===== config.mk =====
export PLATFORM = sky130hd
export DESIGN_NAME = dda_line_rasterizer
export DESIGN_NICKNAME = d
export VERILOG_FILES = /design/src/design/dda_pkg.sv /design/src/design/dda_ctrl.sv /design/src/design/dda_datapath.sv /design/src/design/dda_line_rasterizer.sv
export SDC_FILE = /design/constraint.sdc
export NUM_CORES = 1
export LEC_CHECK = 0
export ABC_AREA = 1
export BUFFER_PORTS_ARGS = -buffer_cell sky130_fd_sc_hd__buf_2
export CAP_MARGIN = 20
export CORE_MARGIN = 4
export CORE_UTILIZATION = 52
export DETAILED_ROUTE_END_ITERATION = 10
export MAX_ROUTING_LAYER = met4
export PLACE_DENSITY = 0.73
export SLEW_MARGIN = 25
export SYNTH_ARGS = -nofsm -noshare
export SYNTH_HDL_FRONTEND = slang
export SYNTH_SLANG_ARGS = --single-unit

===== constraint.sdc =====
create_clock -name clk -period 6.2 [get_ports clk]
set_clock_uncertainty 0.1 [all_clocks]
set_input_delay 0.62 -clock clk [delete_from_list [all_inputs] [get_ports clk]]
set_output_delay 0.62 -clock clk [all_outputs]
set_load 0.01 [all_outputs]

===== src/design/dda_pkg.sv =====
// ----------------------------------------------------------------------------
// dda_pkg
// types and constants shared by the line rasterizer modules
// ----------------------------------------------------------------------------
`timescale 1ns / 1ps

package dda_pkg;

    // fixed field widths
    localparam int COORD_W  = 21;
    localparam int LEN_W    = 22;
    localparam int STEP_W   = 14;
    localparam int XY_W     = 12;
    localparam int OFF_W    = 26;
    localparam int COLOR_W  = 24;
    localparam int WIN_W    = 13;
    localparam int STRIDE_W = 15;
    localparam int BPP_W    = 6;
    localparam int IN_FRAC  = 8;

    localparam logic [COLOR_W-1:0] RED_COLOR = 24'hFF0000;

    // register reset values
    localparam logic [WIN_W-1:0]    WIN_WIDTH_RST  = 13'd640;
    localparam logic [WIN_W-1:0]    WIN_HEIGHT_RST = 13'd480;
    localparam logic [STRIDE_W-1:0] ROW_STRIDE_RST = 15'd2560;
    localparam logic [BPP_W-1:0]    BPP_RST        = 6'd32;

    // command codes
    typedef enum logic {
        CMD_LOAD = 1'b0,
        CMD_STEP = 1'b1
    } cmd_code_t;

    // register indexes
    typedef enum logic [1:0] {
        REG_WIN_WIDTH  = 2'd0,
        REG_WIN_HEIGHT = 2'd1,
        REG_ROW_STRIDE = 2'd2,
        REG_BPP        = 2'd3
    } reg_idx_t;

    // controller states
    typedef enum logic {
        ST_IDLE,
        ST_DIV
    } state_t;

    typedef struct packed {
        logic [WIN_W-1:0]    win_width;
        logic [WIN_W-1:0]    win_height;
        logic [STRIDE_W-1:0] row_stride;
        logic [BPP_W-1:0]    bits_per_pixel;
    } cfg_t;

    // controller to datapath
    typedef struct packed {
        logic load;
        logic div_step;
        logic div_done;
        logic step;
        logic out_clr;
    } ctrl_cmd_t;

    // datapath to controller
    typedef struct packed {
        logic out_valid;
    } dp_status_t;

endpackage


===== src/design/dda_ctrl.sv =====
// ----------------------------------------------------------------------------
// dda_ctrl
// sequencer: accepts words, runs the increment divider, issues steps
// ----------------------------------------------------------------------------
`timescale 1ns / 1ps

module dda_ctrl
    import dda_pkg::*;
#(
    parameter int FRAC_BITS = 16
)
(
    input  logic       clk,
    input  logic       rst_n,
    input  logic       cmd_valid,
    input  logic       cmd,
    output logic       cmd_stall,
    input  logic       res_stall,
    input  dp_status_t status,
    output ctrl_cmd_t  ctl
);

    localparam int CNT_W = $clog2(FRAC_BITS + 1);
    localparam logic [CNT_W-1:0] CNT_LAST = CNT_W'(FRAC_BITS);

    state_t           state_reg, state_next;
    logic [CNT_W-1:0] cnt_reg, cnt_next;
    logic             can_take;

    // state and divide counter
    always_ff @(posedge clk or negedge rst_n)
    begin
        if (!rst_n)
        begin
            state_reg <= ST_IDLE;
            cnt_reg   <= '0;
        end
        else
        begin
            state_reg <= state_next;
            cnt_reg   <= cnt_next;
        end
    end

    // next state and commands
    always_comb
    begin
        state_next = state_reg;
        cnt_next   = cnt_reg;
        ctl        = '0;
        can_take   = !(status.out_valid && res_stall);
        cmd_stall  = 1'b1;
        ctl.out_clr = status.out_valid && !res_stall;
        case (state_reg)
            ST_IDLE:
            begin
                cmd_stall = !can_take;
                if (cmd_valid && can_take)
                begin
                    if (cmd == CMD_LOAD)
                    begin
                        ctl.load   = 1'b1;
                        cnt_next   = '0;
                        state_next = ST_DIV;
                    end
                    else
                    begin
                        ctl.step = 1'b1;
                    end
                end
            end
            ST_DIV:
            begin
                ctl.div_step = 1'b1;
                cnt_next     = cnt_reg + 1'b1;
                if (cnt_reg == CNT_LAST)
                begin
                    ctl.div_done = 1'b1;
                    state_next   = ST_IDLE;
                end
            end
            default:
            begin
                state_next = ST_IDLE;
            end
        endcase
    end

endmodule


===== src/design/dda_datapath.sv =====
// ----------------------------------------------------------------------------
// dda_datapath
// line setup, radix-2 increment divider, position stepping and result word
// ----------------------------------------------------------------------------
`timescale 1ns / 1ps

module dda_datapath
    import dda_pkg::*;
#(
    parameter int MAX_DIM   = 4096,
    parameter int FRAC_BITS = 16
)
(
    input  logic                      clk,
    input  logic                      rst_n,
    input  ctrl_cmd_t                 ctl,
    output dp_status_t                status,
    input  cfg_t                      cfg,
    input  logic signed [COORD_W-1:0] start_x,
    input  logic signed [COORD_W-1:0] start_y,
    input  logic signed [COORD_W-1:0] end_x,
    input  logic signed [COORD_W-1:0] end_y,
    output logic                      res_valid,
    output logic                      pixel_valid,
    output logic [XY_W-1:0]           pixel_x,
    output logic [XY_W-1:0]           pixel_y,
    output logic [OFF_W-1:0]          byte_offset,
    output logic [COLOR_W-1:0]        color,
    output logic                      last_pixel
);

    localparam int CUR_W  = FRAC_BITS + COORD_W;
    localparam int IP_W   = CUR_W - 1 - FRAC_BITS;
    localparam int Q_W    = FRAC_BITS + 1;
    localparam int INC_W  = FRAC_BITS + 2;
    localparam int PX_W   = $clog2(MAX_DIM);
    localparam int PROD_W = PX_W + STRIDE_W;
    localparam int SHL    = FRAC_BITS - IN_FRAC;
    localparam logic [IP_W-1:0] MAX_DIM_I = IP_W'(MAX_DIM);

    // line state
    logic signed [CUR_W-1:0] cur_x_reg, cur_y_reg;
    logic signed [INC_W-1:0] inc_x_reg, inc_y_reg;
    logic [STEP_W-1:0]       steps_reg;
    logic                    active_reg;

    // divider state
    logic [LEN_W-1:0] len_reg, rx_reg, ry_reg;
    logic [Q_W-1:0]   qx_reg, qy_reg;
    logic             fx_reg, fy_reg, sgnx_reg, sgny_reg;

    // result word
    logic               ov_reg, pv_reg, last_reg;
    logic [XY_W-1:0]    px_reg, py_reg;
    logic [OFF_W-1:0]   off_reg;
    logic [COLOR_W-1:0] color_reg;

    // load setup
    logic signed [LEN_W-1:0] dx, dy;
    logic [LEN_W-1:0]        ax, ay, len;
    logic [LEN_W-1:0]        len_rnd;
    logic [STEP_W-1:0]       cnt;

    always_comb
    begin
        dx      = LEN_W'(end_x) - LEN_W'(start_x);
        dy      = LEN_W'(end_y) - LEN_W'(start_y);
        ax      = dx[LEN_W-1] ? LEN_W'(-dx) : LEN_W'(dx);
        ay      = dy[LEN_W-1] ? LEN_W'(-dy) : LEN_W'(dy);
        len     = (ax >= ay) ? ax : ay;
        len_rnd = len + LEN_W'(255);
        cnt     = len_rnd[LEN_W-1:IN_FRAC];
    end

    // one quotient bit per cycle for each axis
    logic [LEN_W:0]   tx, ty;
    logic             gex, gey;
    logic [LEN_W-1:0] rx_next, ry_next;
    logic [Q_W-1:0]   qx_next, qy_next;

    always_comb
    begin
        tx      = {rx_reg, fx_reg};
        ty      = {ry_reg, fy_reg};
        gex     = tx >= {1'b0, len_reg};
        gey     = ty >= {1'b0, len_reg};
        rx_next = gex ? LEN_W'(tx - {1'b0, len_reg}) : tx[LEN_W-1:0];
        ry_next = gey ? LEN_W'(ty - {1'b0, len_reg}) : ty[LEN_W-1:0];
        qx_next = {qx_reg[Q_W-2:0], gex};
        qy_next = {qy_reg[Q_W-2:0], gey};
    end

    // pixel of the current position
    logic [IP_W-1:0]    ix, iy, bx, by;
    logic               in_win;
    logic [PX_W-1:0]    px_m, py_m;
    logic [PROD_W-1:0]  prod_y;
    logic [BPP_W-4:0]   bytes_pp;
    logic [PX_W+2:0]    prod_x;
    logic [OFF_W-1:0]   off;

    always_comb
    begin
        ix       = cur_x_reg[CUR_W-2:FRAC_BITS];
        iy       = cur_y_reg[CUR_W-2:FRAC_BITS];
        bx       = (IP_W'(cfg.win_width) < MAX_DIM_I) ? IP_W'(cfg.win_width) : MAX_DIM_I;
        by       = (IP_W'(cfg.win_height) < MAX_DIM_I) ? IP_W'(cfg.win_height) : MAX_DIM_I;
        in_win   = active_reg && !cur_x_reg[CUR_W-1] && !cur_y_reg[CUR_W-1]
                   && (ix < bx) && (iy < by);
        px_m     = ix[PX_W-1:0];
        py_m     = iy[PX_W-1:0];
        bytes_pp = cfg.bits_per_pixel[BPP_W-1:3];
        prod_y   = py_m * cfg.row_stride;
        prod_x   = px_m * bytes_pp;
        off      = OFF_W'(prod_y) + OFF_W'(prod_x);
    end

    // control state of the line
    always_ff @(posedge clk or negedge rst_n)
    begin
        if (!rst_n)
        begin
            active_reg <= 1'b0;
            steps_reg  <= '0;
            ov_reg     <= 1'b0;
        end
        else
        begin
            if (ctl.load)
            begin
                active_reg <= 1'b0;
                steps_reg  <= cnt;
            end
            else if (ctl.div_done)
            begin
                active_reg <= (steps_reg != '0);
            end
            else if (ctl.step)
            begin
                if (in_win)
                begin
                    steps_reg  <= steps_reg - 1'b1;
                    active_reg <= (steps_reg != STEP_W'(1));
                end
                else
                begin
                    steps_reg  <= '0;
                    active_reg <= 1'b0;
                end
            end
            if (ctl.step)
                ov_reg <= 1'b1;
            else if (ctl.out_clr)
                ov_reg <= 1'b0;
        end
    end

    // position, increments and divider
    always_ff @(posedge clk)
    begin
        if (ctl.load)
        begin
            cur_x_reg <= CUR_W'(start_x) <<< SHL;
            cur_y_reg <= CUR_W'(start_y) <<< SHL;
            len_reg   <= len;
            rx_reg    <= ax >> 1;
            ry_reg    <= ay >> 1;
            fx_reg    <= ax[0];
            fy_reg    <= ay[0];
            qx_reg    <= '0;
            qy_reg    <= '0;
            sgnx_reg  <= dx[LEN_W-1];
            sgny_reg  <= dy[LEN_W-1];
        end
        else if (ctl.div_step)
        begin
            rx_reg <= rx_next;
            ry_reg <= ry_next;
            fx_reg <= 1'b0;
            fy_reg <= 1'b0;
            qx_reg <= qx_next;
            qy_reg <= qy_next;
        end
        else if (ctl.step && in_win)
        begin
            cur_x_reg <= cur_x_reg + {{(CUR_W-INC_W){inc_x_reg[INC_W-1]}}, inc_x_reg};
            cur_y_reg <= cur_y_reg + {{(CUR_W-INC_W){inc_y_reg[INC_W-1]}}, inc_y_reg};
        end
        // the last quotient bit lands in the same cycle
        if (ctl.div_done)
        begin
            inc_x_reg <= sgnx_reg ? -{1'b0, qx_next} : {1'b0, qx_next};
            inc_y_reg <= sgny_reg ? -{1'b0, qy_next} : {1'b0, qy_next};
        end
    end

    // result word register
    always_ff @(posedge clk)
    begin
        if (ctl.step)
        begin
            pv_reg    <= in_win;
            px_reg    <= in_win ? ix[XY_W-1:0] : '0;
            py_reg    <= in_win ? iy[XY_W-1:0] : '0;
            off_reg   <= in_win ? off : '0;
            color_reg <= in_win ? RED_COLOR : '0;
            last_reg  <= in_win && (steps_reg == STEP_W'(1));
        end
    end

    assign status.out_valid = ov_reg;
    assign res_valid        = ov_reg;
    assign pixel_valid      = pv_reg;
    assign pixel_x          = px_reg;
    assign pixel_y          = py_reg;
    assign byte_offset      = off_reg;
    assign color            = color_reg;
    assign last_pixel       = last_reg;

endmodule


===== src/design/dda_line_rasterizer.sv =====
// ----------------------------------------------------------------------------
// dda_line_rasterizer
// fixed-point DDA line rasterizer with APB register port
// ----------------------------------------------------------------------------
//  channel   handshake              payload
//  command   cmd_valid / cmd_stall  cmd, start_x, start_y, end_x, end_y
//  result    res_valid / res_stall  pixel_valid, pixel_x, pixel_y,
//                                   byte_offset, color, last_pixel
//  config    APB psel/penable       paddr, pwdata, prdata
//
//  step words stream at one per cycle while res_stall is low
//  a load word runs the radix-2 increment divider
//  a load gives no result word; cmd_stall is high while the divider runs
//  a held result word stalls new words only while res_stall is high
//  rst_n clears the line state and sets the registers to their defaults
// ----------------------------------------------------------------------------
`timescale 1ns / 1ps

module dda_line_rasterizer
    import dda_pkg::*;
#(
    parameter int MAX_DIM   = 4096,
    parameter int FRAC_BITS = 16
)
(
    input  logic                      clk,
    input  logic                      rst_n,
    // apb
    input  logic                      psel,
    input  logic                      penable,
    input  logic                      pwrite,
    input  logic [3:0]                paddr,
    input  logic [31:0]               pwdata,
    output logic [31:0]               prdata,
    output logic                      pready,
    // command words
    input  logic                      cmd_valid,
    output logic                      cmd_stall,
    input  logic                      cmd,
    input  logic signed [COORD_W-1:0] start_x,
    input  logic signed [COORD_W-1:0] start_y,
    input  logic signed [COORD_W-1:0] end_x,
    input  logic signed [COORD_W-1:0] end_y,
    // result words
    output logic                      res_valid,
    input  logic                      res_stall,
    output logic                      pixel_valid,
    output logic [XY_W-1:0]           pixel_x,
    output logic [XY_W-1:0]           pixel_y,
    output logic [OFF_W-1:0]          byte_offset,
    output logic [COLOR_W-1:0]        color,
    output logic                      last_pixel
);

    cfg_t       cfg_reg;
    ctrl_cmd_t  ctl;
    dp_status_t status;
    logic       wr_en;
    reg_idx_t   idx;

    assign pready = 1'b1;
    assign wr_en  = psel && penable && pwrite && pready;
    assign idx    = reg_idx_t'(paddr[3:2]);

    // register writes
    always_ff @(posedge clk or negedge rst_n)
    begin
        if (!rst_n)
        begin
            cfg_reg.win_width      <= WIN_WIDTH_RST;
            cfg_reg.win_height     <= WIN_HEIGHT_RST;
            cfg_reg.row_stride     <= ROW_STRIDE_RST;
            cfg_reg.bits_per_pixel <= BPP_RST;
        end
        else if (wr_en)
        begin
            case (idx)
                REG_WIN_WIDTH:  cfg_reg.win_width      <= pwdata[WIN_W-1:0];
                REG_WIN_HEIGHT: cfg_reg.win_height     <= pwdata[WIN_W-1:0];
                REG_ROW_STRIDE: cfg_reg.row_stride     <= pwdata[STRIDE_W-1:0];
                REG_BPP:        cfg_reg.bits_per_pixel <= pwdata[BPP_W-1:0];
                default:        ;
            endcase
        end
    end

    // register reads
    always_comb
    begin
        case (idx)
            REG_WIN_WIDTH:  prdata = 32'(cfg_reg.win_width);
            REG_WIN_HEIGHT: prdata = 32'(cfg_reg.win_height);
            REG_ROW_STRIDE: prdata = 32'(cfg_reg.row_stride);
            REG_BPP:        prdata = 32'(cfg_reg.bits_per_pixel);
            default:        prdata = '0;
        endcase
    end

    dda_ctrl #(
        .FRAC_BITS (FRAC_BITS)
    ) u_ctrl (
        .clk       (clk),
        .rst_n     (rst_n),
        .cmd_valid (cmd_valid),
        .cmd       (cmd),
        .cmd_stall (cmd_stall),
        .res_stall (res_stall),
        .status    (status),
        .ctl       (ctl)
    );

    dda_datapath #(
        .MAX_DIM   (MAX_DIM),
        .FRAC_BITS (FRAC_BITS)
    ) u_dp (
        .clk         (clk),
        .rst_n       (rst_n),
        .ctl         (ctl),
        .status      (status),
        .cfg         (cfg_reg),
        .start_x     (start_x),
        .start_y     (start_y),
        .end_x       (end_x),
        .end_y       (end_y),
        .res_valid   (res_valid),
        .pixel_valid (pixel_valid),
        .pixel_x     (pixel_x),
        .pixel_y     (pixel_y),
        .byte_offset (byte_offset),
        .color       (color),
        .last_pixel  (last_pixel)
    );

endmodule


### Word-level counts from Yosys, hierarchy flattened

Cells that the tools add are included.

| storage, ports and cells | value |
|---|---|
| word-level logic and storage cells | 147 |
| output and inout bits | 111 |
| input bits | 128 |
| register bits | 357 |

| cells by class | value |
|---|---|
| reduce and logical (&&, ||, !) cells | 30 |
| multiplexer cells | 48 |
| magnitude comparators | 7 |
| multiply operators | 2 |
| equal/unequal tests | 10 |
| add/sub/neg operators | 14 |
| bitwise operators | 2 |

Operators with widths:

| kind | count |
|---|---|
| $mux W37 | 6 |
| $pmux W32 S4 | 1 |
| $mux W22 | 5 |
| $mux W21 | 4 |
| $add A37 B37 Y37 | 2 |
| $mux W14 | 4 |
| $ge A23 B22 Y1 | 2 |
| $neg A22 Y22 | 2 |
| $sub A21 B21 Y22 | 2 |
| $sub A22 B22 Y22 | 2 |
| $lt A20 B20 Y1 | 2 |
| $neg A17 Y18 | 2 |
| $mux W17 | 2 |
| $add A26 B15 Y26 | 1 |
| $lt A13 B13 Y1 const B | 2 |
| $mul A12 B15 Y26 | 1 |
| $mux W13 | 2 |
| $mux W24 | 1 |
| $add A22 B8 Y22 const B | 1 |
| $ge A22 B22 Y1 | 1 |
| $mux W1 | 18 |
| $reduce_and A2 Y1 | 8 |
| $mul A12 B3 Y15 | 1 |
| $eq A14 B1 Y1 const B | 1 |
| other kinds (19) | 40 |

### Logic depth before layout (Yosys ltp)

| depth | value |
|---|---|
| word-level depth | 9 |
| gate-level depth with buffers | 46 |
| depth with buffers taken out | 44 |

### Cells and area by module

A second synthesis with hierarchy kept.

| unflattened totals | value |
|---|---|
| cells, all modules | 4277 |
| area total of the unflattened synthesis | 32378.6 um2 |

Modules (own cells, without submodules):

| module | area each (um2) | instances | cells an instance | seq. area each (um2) |
|---|---|---|---|---|
| dda_datapath | 29533.3 | 1 | 3922 | 7827.5 |
| dda_line_rasterizer | 2471.1 | 1 | 303 | 1187.4 |
| dda_ctrl | 374.1 | 1 | 52 | 150.1 |

### Least setup slack after synthesis

Ideal clock, no wire load.

| path | value |
|---|---|
| path kind | flip-flop to flip-flop |
| from | register u_dp.cur_y_reg[20] |
| to | register u_dp.off_reg[24] (netlist: u_dp.byte_offset[24]) (data pin) |
| slack | -0.258 ns |
| period minus slack after synthesis | 6.458 ns |
| path buffers | 2 |
| stages on the path, launching flop included | 36 |
| required time | 5.841 ns |
| arrival time | 6.099 ns |
| library setup time | 0.259 ns |
| cells stage by stage | edfxtp_1 -> clkbuf_1 -> clkbuf_1 -> nand2_1 -> fa_1 -> fa_1 -> inv_1 -> ha_1 -> inv_1 -> fa_1 -> inv_1 -> fa_1 -> inv_1 -> fa_1 -> inv_1 -> ha_1 -> a21oi_1 -> inv_1 -> a31oi_1 -> o21ai_0 -> nand3_1 -> nand2_1 -> nand3_1 -> nand2_1 -> a21oi_1 -> o21ai_0 -> nand3_1 -> nand2_1 -> nand3_1 -> nand2_1 -> nand2_1 -> inv_1 -> o21ai_0 -> nand2_1 -> o21ai_0 -> a21oi_1 |

| on the way | value |
|---|---|
| cells in the longest elaborated chain, start to end | 2 |
| elaborated cells between the ends (all ways) | 4 |
| classes of those cells | add/sub (1); mul (1); order compare (1); reduce/logical (1) |

Ends and longest elaborated chain:

| element | line | text |
|---|---|---|
| start, declared | dda_datapath.sv:42 | `logic signed [CUR_W-1:0] cur_x_reg, cur_y_reg;` |
| start signal, assigned | dda_datapath.sv:164 | `cur_y_reg <= CUR_W'(start_y) <<< SHL;` |
| start signal, assigned | dda_datapath.sv:187 | `cur_y_reg <= cur_y_reg + {{(CUR_W-INC_W){inc_y_reg[INC_W-1]}}, inc_y_reg};` |
| $mul A12 B15 Y26 / $lt A20 B20 Y1 (equally long branches) | dda_datapath.sv:113, dda_datapath.sv:109 |  |
| $add A26 B15 Y26 / $logic_and A1 B1 Y1 (equally long branches) | dda_datapath.sv:115, dda_datapath.sv:109 |  |
| end signal, assigned | dda_datapath.sv:205 | `off_reg <= in_win ? off : '0;` |
| end, declared | dda_datapath.sv:55 | `logic [OFF_W-1:0] off_reg;` |

Several ways; a longest one is shown, not always the timed one.
A chain may end at the register's enable or synchronous reset.

### Worst setup path after layout

| path | value |
|---|---|
| from | register cfg_reg[5] in the netlist's numbering |
| to | register u_dp.off_reg[24] (netlist: u_dp.byte_offset[24]) (data pin) |

| on the way | value |
|---|---|
| cells in the longest elaborated chain, start to end | 2 |

Ends and longest elaborated chain:

| element | line | text |
|---|---|---|
| start, declared | dda_line_rasterizer.sv:55 | `cfg_t cfg_reg;` |
| $mul A12 B3 Y15 | dda_datapath.sv:114 | `prod_x = px_m * bytes_pp;` |
| $add A26 B15 Y26 | dda_datapath.sv:115 | `off = OFF_W'(prod_y) + OFF_W'(prod_x);` |

No other way between the ends.

==> flow_summary.json <==
{
  "run_status": "finished, final reports clean",
  "ys_ff_latch": 333,
  "viasPerCell": 5.486,
  "io_buffers": 185,
  "clk_path_buf_depth": 3,
  "leakagePower_nw": 18.31,
  "pre_cts_slack_ns": -0.2794,
  "synth_seq_area_share": 0.2873,
  "start_kind": "register",
  "routed_wl_um": 92240,
  "gp_congestion": 0.9988,
  "clkTransAtPathRegs_ns": 0.06,
  "synth_top_area_share": 0.2015,
  "worstMarginPinSlew_ns": 0.9700,
  "cp_slowest_cell": "dfstp_2",
  "numCtsBuffers": 42,
  "grt_start_max_net_pins": 81,
  "hpwl_um": 73070,
  "drv_slew": 0,
  "fin_nets": 4984,
  "grtUsageTotal": 0.2815,
  "grt_pass1_wl_um": 144400,
  "slowest_delay_ns": 0.64,
  "dieArea_um2": 65360,
  "avgSynthCellArea_um2": 7.793,
  "htreeDepth": 2,
  "yosysUniqueCellTypes": 69,
  "required_ns": 6.43,
  "cp_max_fo": 7,
  "vdd_drop_max_mv": 0.7326,
  "initial_core_util": 0.5265,
  "via_count": 28560,
  "crit_path_frequent_cell": "inv_1",
  "drc": 0,
  "grt_overflow": 0,
  "clock_latency_ns": 0.57,
  "netlist_instances": 4093,
  "num_io_pins": 239,
  "fillers": 5440,
  "firstDrtPassIters": 6,
  "fmax_mhz": 165.8,
  "initialDrtViolationCount": 2434,
  "drive_above_1_share": 0.1354,
  "synth_edf_count": 214,
  "numClockSinks": 333,
  "fin_crit_ns": 6.031,
  "largest_reg_flops": 47,
  "fin_ws_ns": 0.1687,
  "power_mw": 21.08,
  "rsz0062_at_grt": "yes",
  "power_density_nw_per_um2": 580.0,
  "yosysMostFrequentCell": "nand2_1",
  "setup_violations": 0,
  "synth_largest_area_cell": "edfxtp_1",
  "die_h_um": 255.7,
  "maxSlewHeadroom": 0.3518,
  "maxCapViolCount": 0,
  "hold_class": "in2reg",
  "whs_ns": 0.2184,
  "ant_nets": 0,
  "dieWidth_um": 255.7,
  "antenna_found_initial": 1,
  "yosys_warnings": 0,
  "clock-root-buffer": "clkbuf_16",
  "critical_path_class": "reg2reg",
  "grt_pass1_vias": 27210,
  "critPathCaptureType": "register",
  "critPathArrivalTime_ns": 6.26,
  "rows": 90,
  "period_share": 0.9728,
  "cts_tree": "built",
  "wl_per_cell_um": 17.72,
  "syn2layout_area_growth_pct": 13.96,
  "syn_area_um2": 31900,
  "hold_viol": 0,
  "synth_ff_type": "edfxtp_1",
  "synth.area.top_cells": "edfxtp_1, ha_1, nand2_1",
  "async_flop_share": 0.2072,
  "core_um2": 60580,
  "synthTopCellsByCount": "nand2_1, inv_1, ha_1"
}
-- kinds of logic after synthesis --
family / after synthesis / synth area share
simple gates: 1557 / 0.2087
buf+inv: 839 / 0.1057
compound gates: 713 / 0.1245
fa+ha+maj: 466 / 0.2228
flops: 333 / 0.2873
xor+xnor: 183 / 0.05072
other cells: 2 / 0.0002355
-- placed cells by master (no fill, tap or decap), types with 10 or more instances in the layout --
cell type,count
dfrtp_1,57
clkinv_1,10
fa_1,169
inv_1,667
nand2_1,940
a31oi_1,22
o21ai_0,257
o22ai_1,68
inv_2,15
ha_4,16
a21oi_2,11
buf_4,176
buf_6,12
dfxtp_1,50
nor2_1,231
clkbuf_1,11
nand2_4,10
o21ai_1,18
clkbuf_16,43
nand3_1,171
xnor2_1,59
nand2_2,51
nor4_1,13
buf_2,184
o31ai_1,12
nand3b_1,14
edfxtp_1,214
a21oi_1,236
conb_1,34
nor3_1,31
nand4_1,48
xor2_1,122
ha_1,277
-- critical path, delay by kind of cell, from the launching register on --
kind            cells  cell delay [ns]
buf+inv             8             0.51
fa+ha+maj           7             2.73
flops               1             0.64
simple gates       11             0.80
compound gates      8             0.98
-- routing by layer --
layer / global-route usage / vias to the layer above / part of all wire
met5: - / - / 0
met2: 0.4540 / 1030 / 0.46
met1: 0.3653 / 13480 / 0.42
met3: 0.05719 / 140 / 0.085
li1: - / 13920 / -
met4: 0.07420 / 0 / 0.026
-- worst paths after layout --
check,start,to,slack [ns],cells past startpoint
min reg2reg,u_dp.cur_y_reg[0],u_dp.cur_y_reg[0],0.37,2
max in group asynchronous,rst_n,cfg_reg[3],4.52,3
min,res_stall,u_dp.res_valid,0.22,3
max reg2reg,cfg_reg[5],u_dp.byte_offset[24],0.17,34
min in group asynchronous,rst_n,u_dp.steps_reg[6],0.43,2
max,cfg_reg[5],u_dp.byte_offset[24],0.17,34
-- timing repair --
item / CTS / global route
gates cloned: 0 / 0
endpoints found under the setup margin: 4 / 5
hold endpoints to repair: 22 / 0
hold buffers: 1 / 0
gates resized for setup: 13 / 78
pin swaps: 8 / 65
setup buffers: 1 / 15
-- per-stage QoR --
| step | utilization | TNS, ns | instances | cell area (um2) |
|---|---|---|---|---|
| 6_report | 0.6000 | 0 | 5206 | 36350 |
| 5_1_grt | 0.6000 | -0.2067 | 5206 | 36350 |
| 4_1_cts | 0.5920 | 0 | 5190 | 35860 |
| 3_5_place_dp | 0.5690 | -0.6436 | 5111 | 34470 |
| 3_3_place_gp | 0.5689 | -0.3860 | 5111 | 34470 |
| 2_1_floorplan | - | -0.03983 | 4125 | 32030 |
-- cell type report --
cell class | instances | area [um2] | share of cell area
multi-input cells | 2953 | 19890 | 0.5473
inverters | 685 | 2571 | 0.07074
flip-flops and latches | 333 | 9169 | 0.2523
diodes | 1 | 2.502 | 0.00006885
clock inverters | 21 | 161.4 | 0.004441
clock buffers | 56 | 1145 | 0.03150
well taps | 782 | 978.4 | 0.02692
repair buffers | 375 | 2427 | 0.06678
-- report_power, final --
group          internal (mW)  switching [mW]  leakage [nW]  total (mW)
sequential              3.11           0.375          3.29        3.49
combinational           6.64            8.59          14.4        15.2
clock                   1.38           0.980         0.645        2.36
total                   11.1            9.94          18.3        21.1
Note: power is estimated with default switching activity, not from simulation.
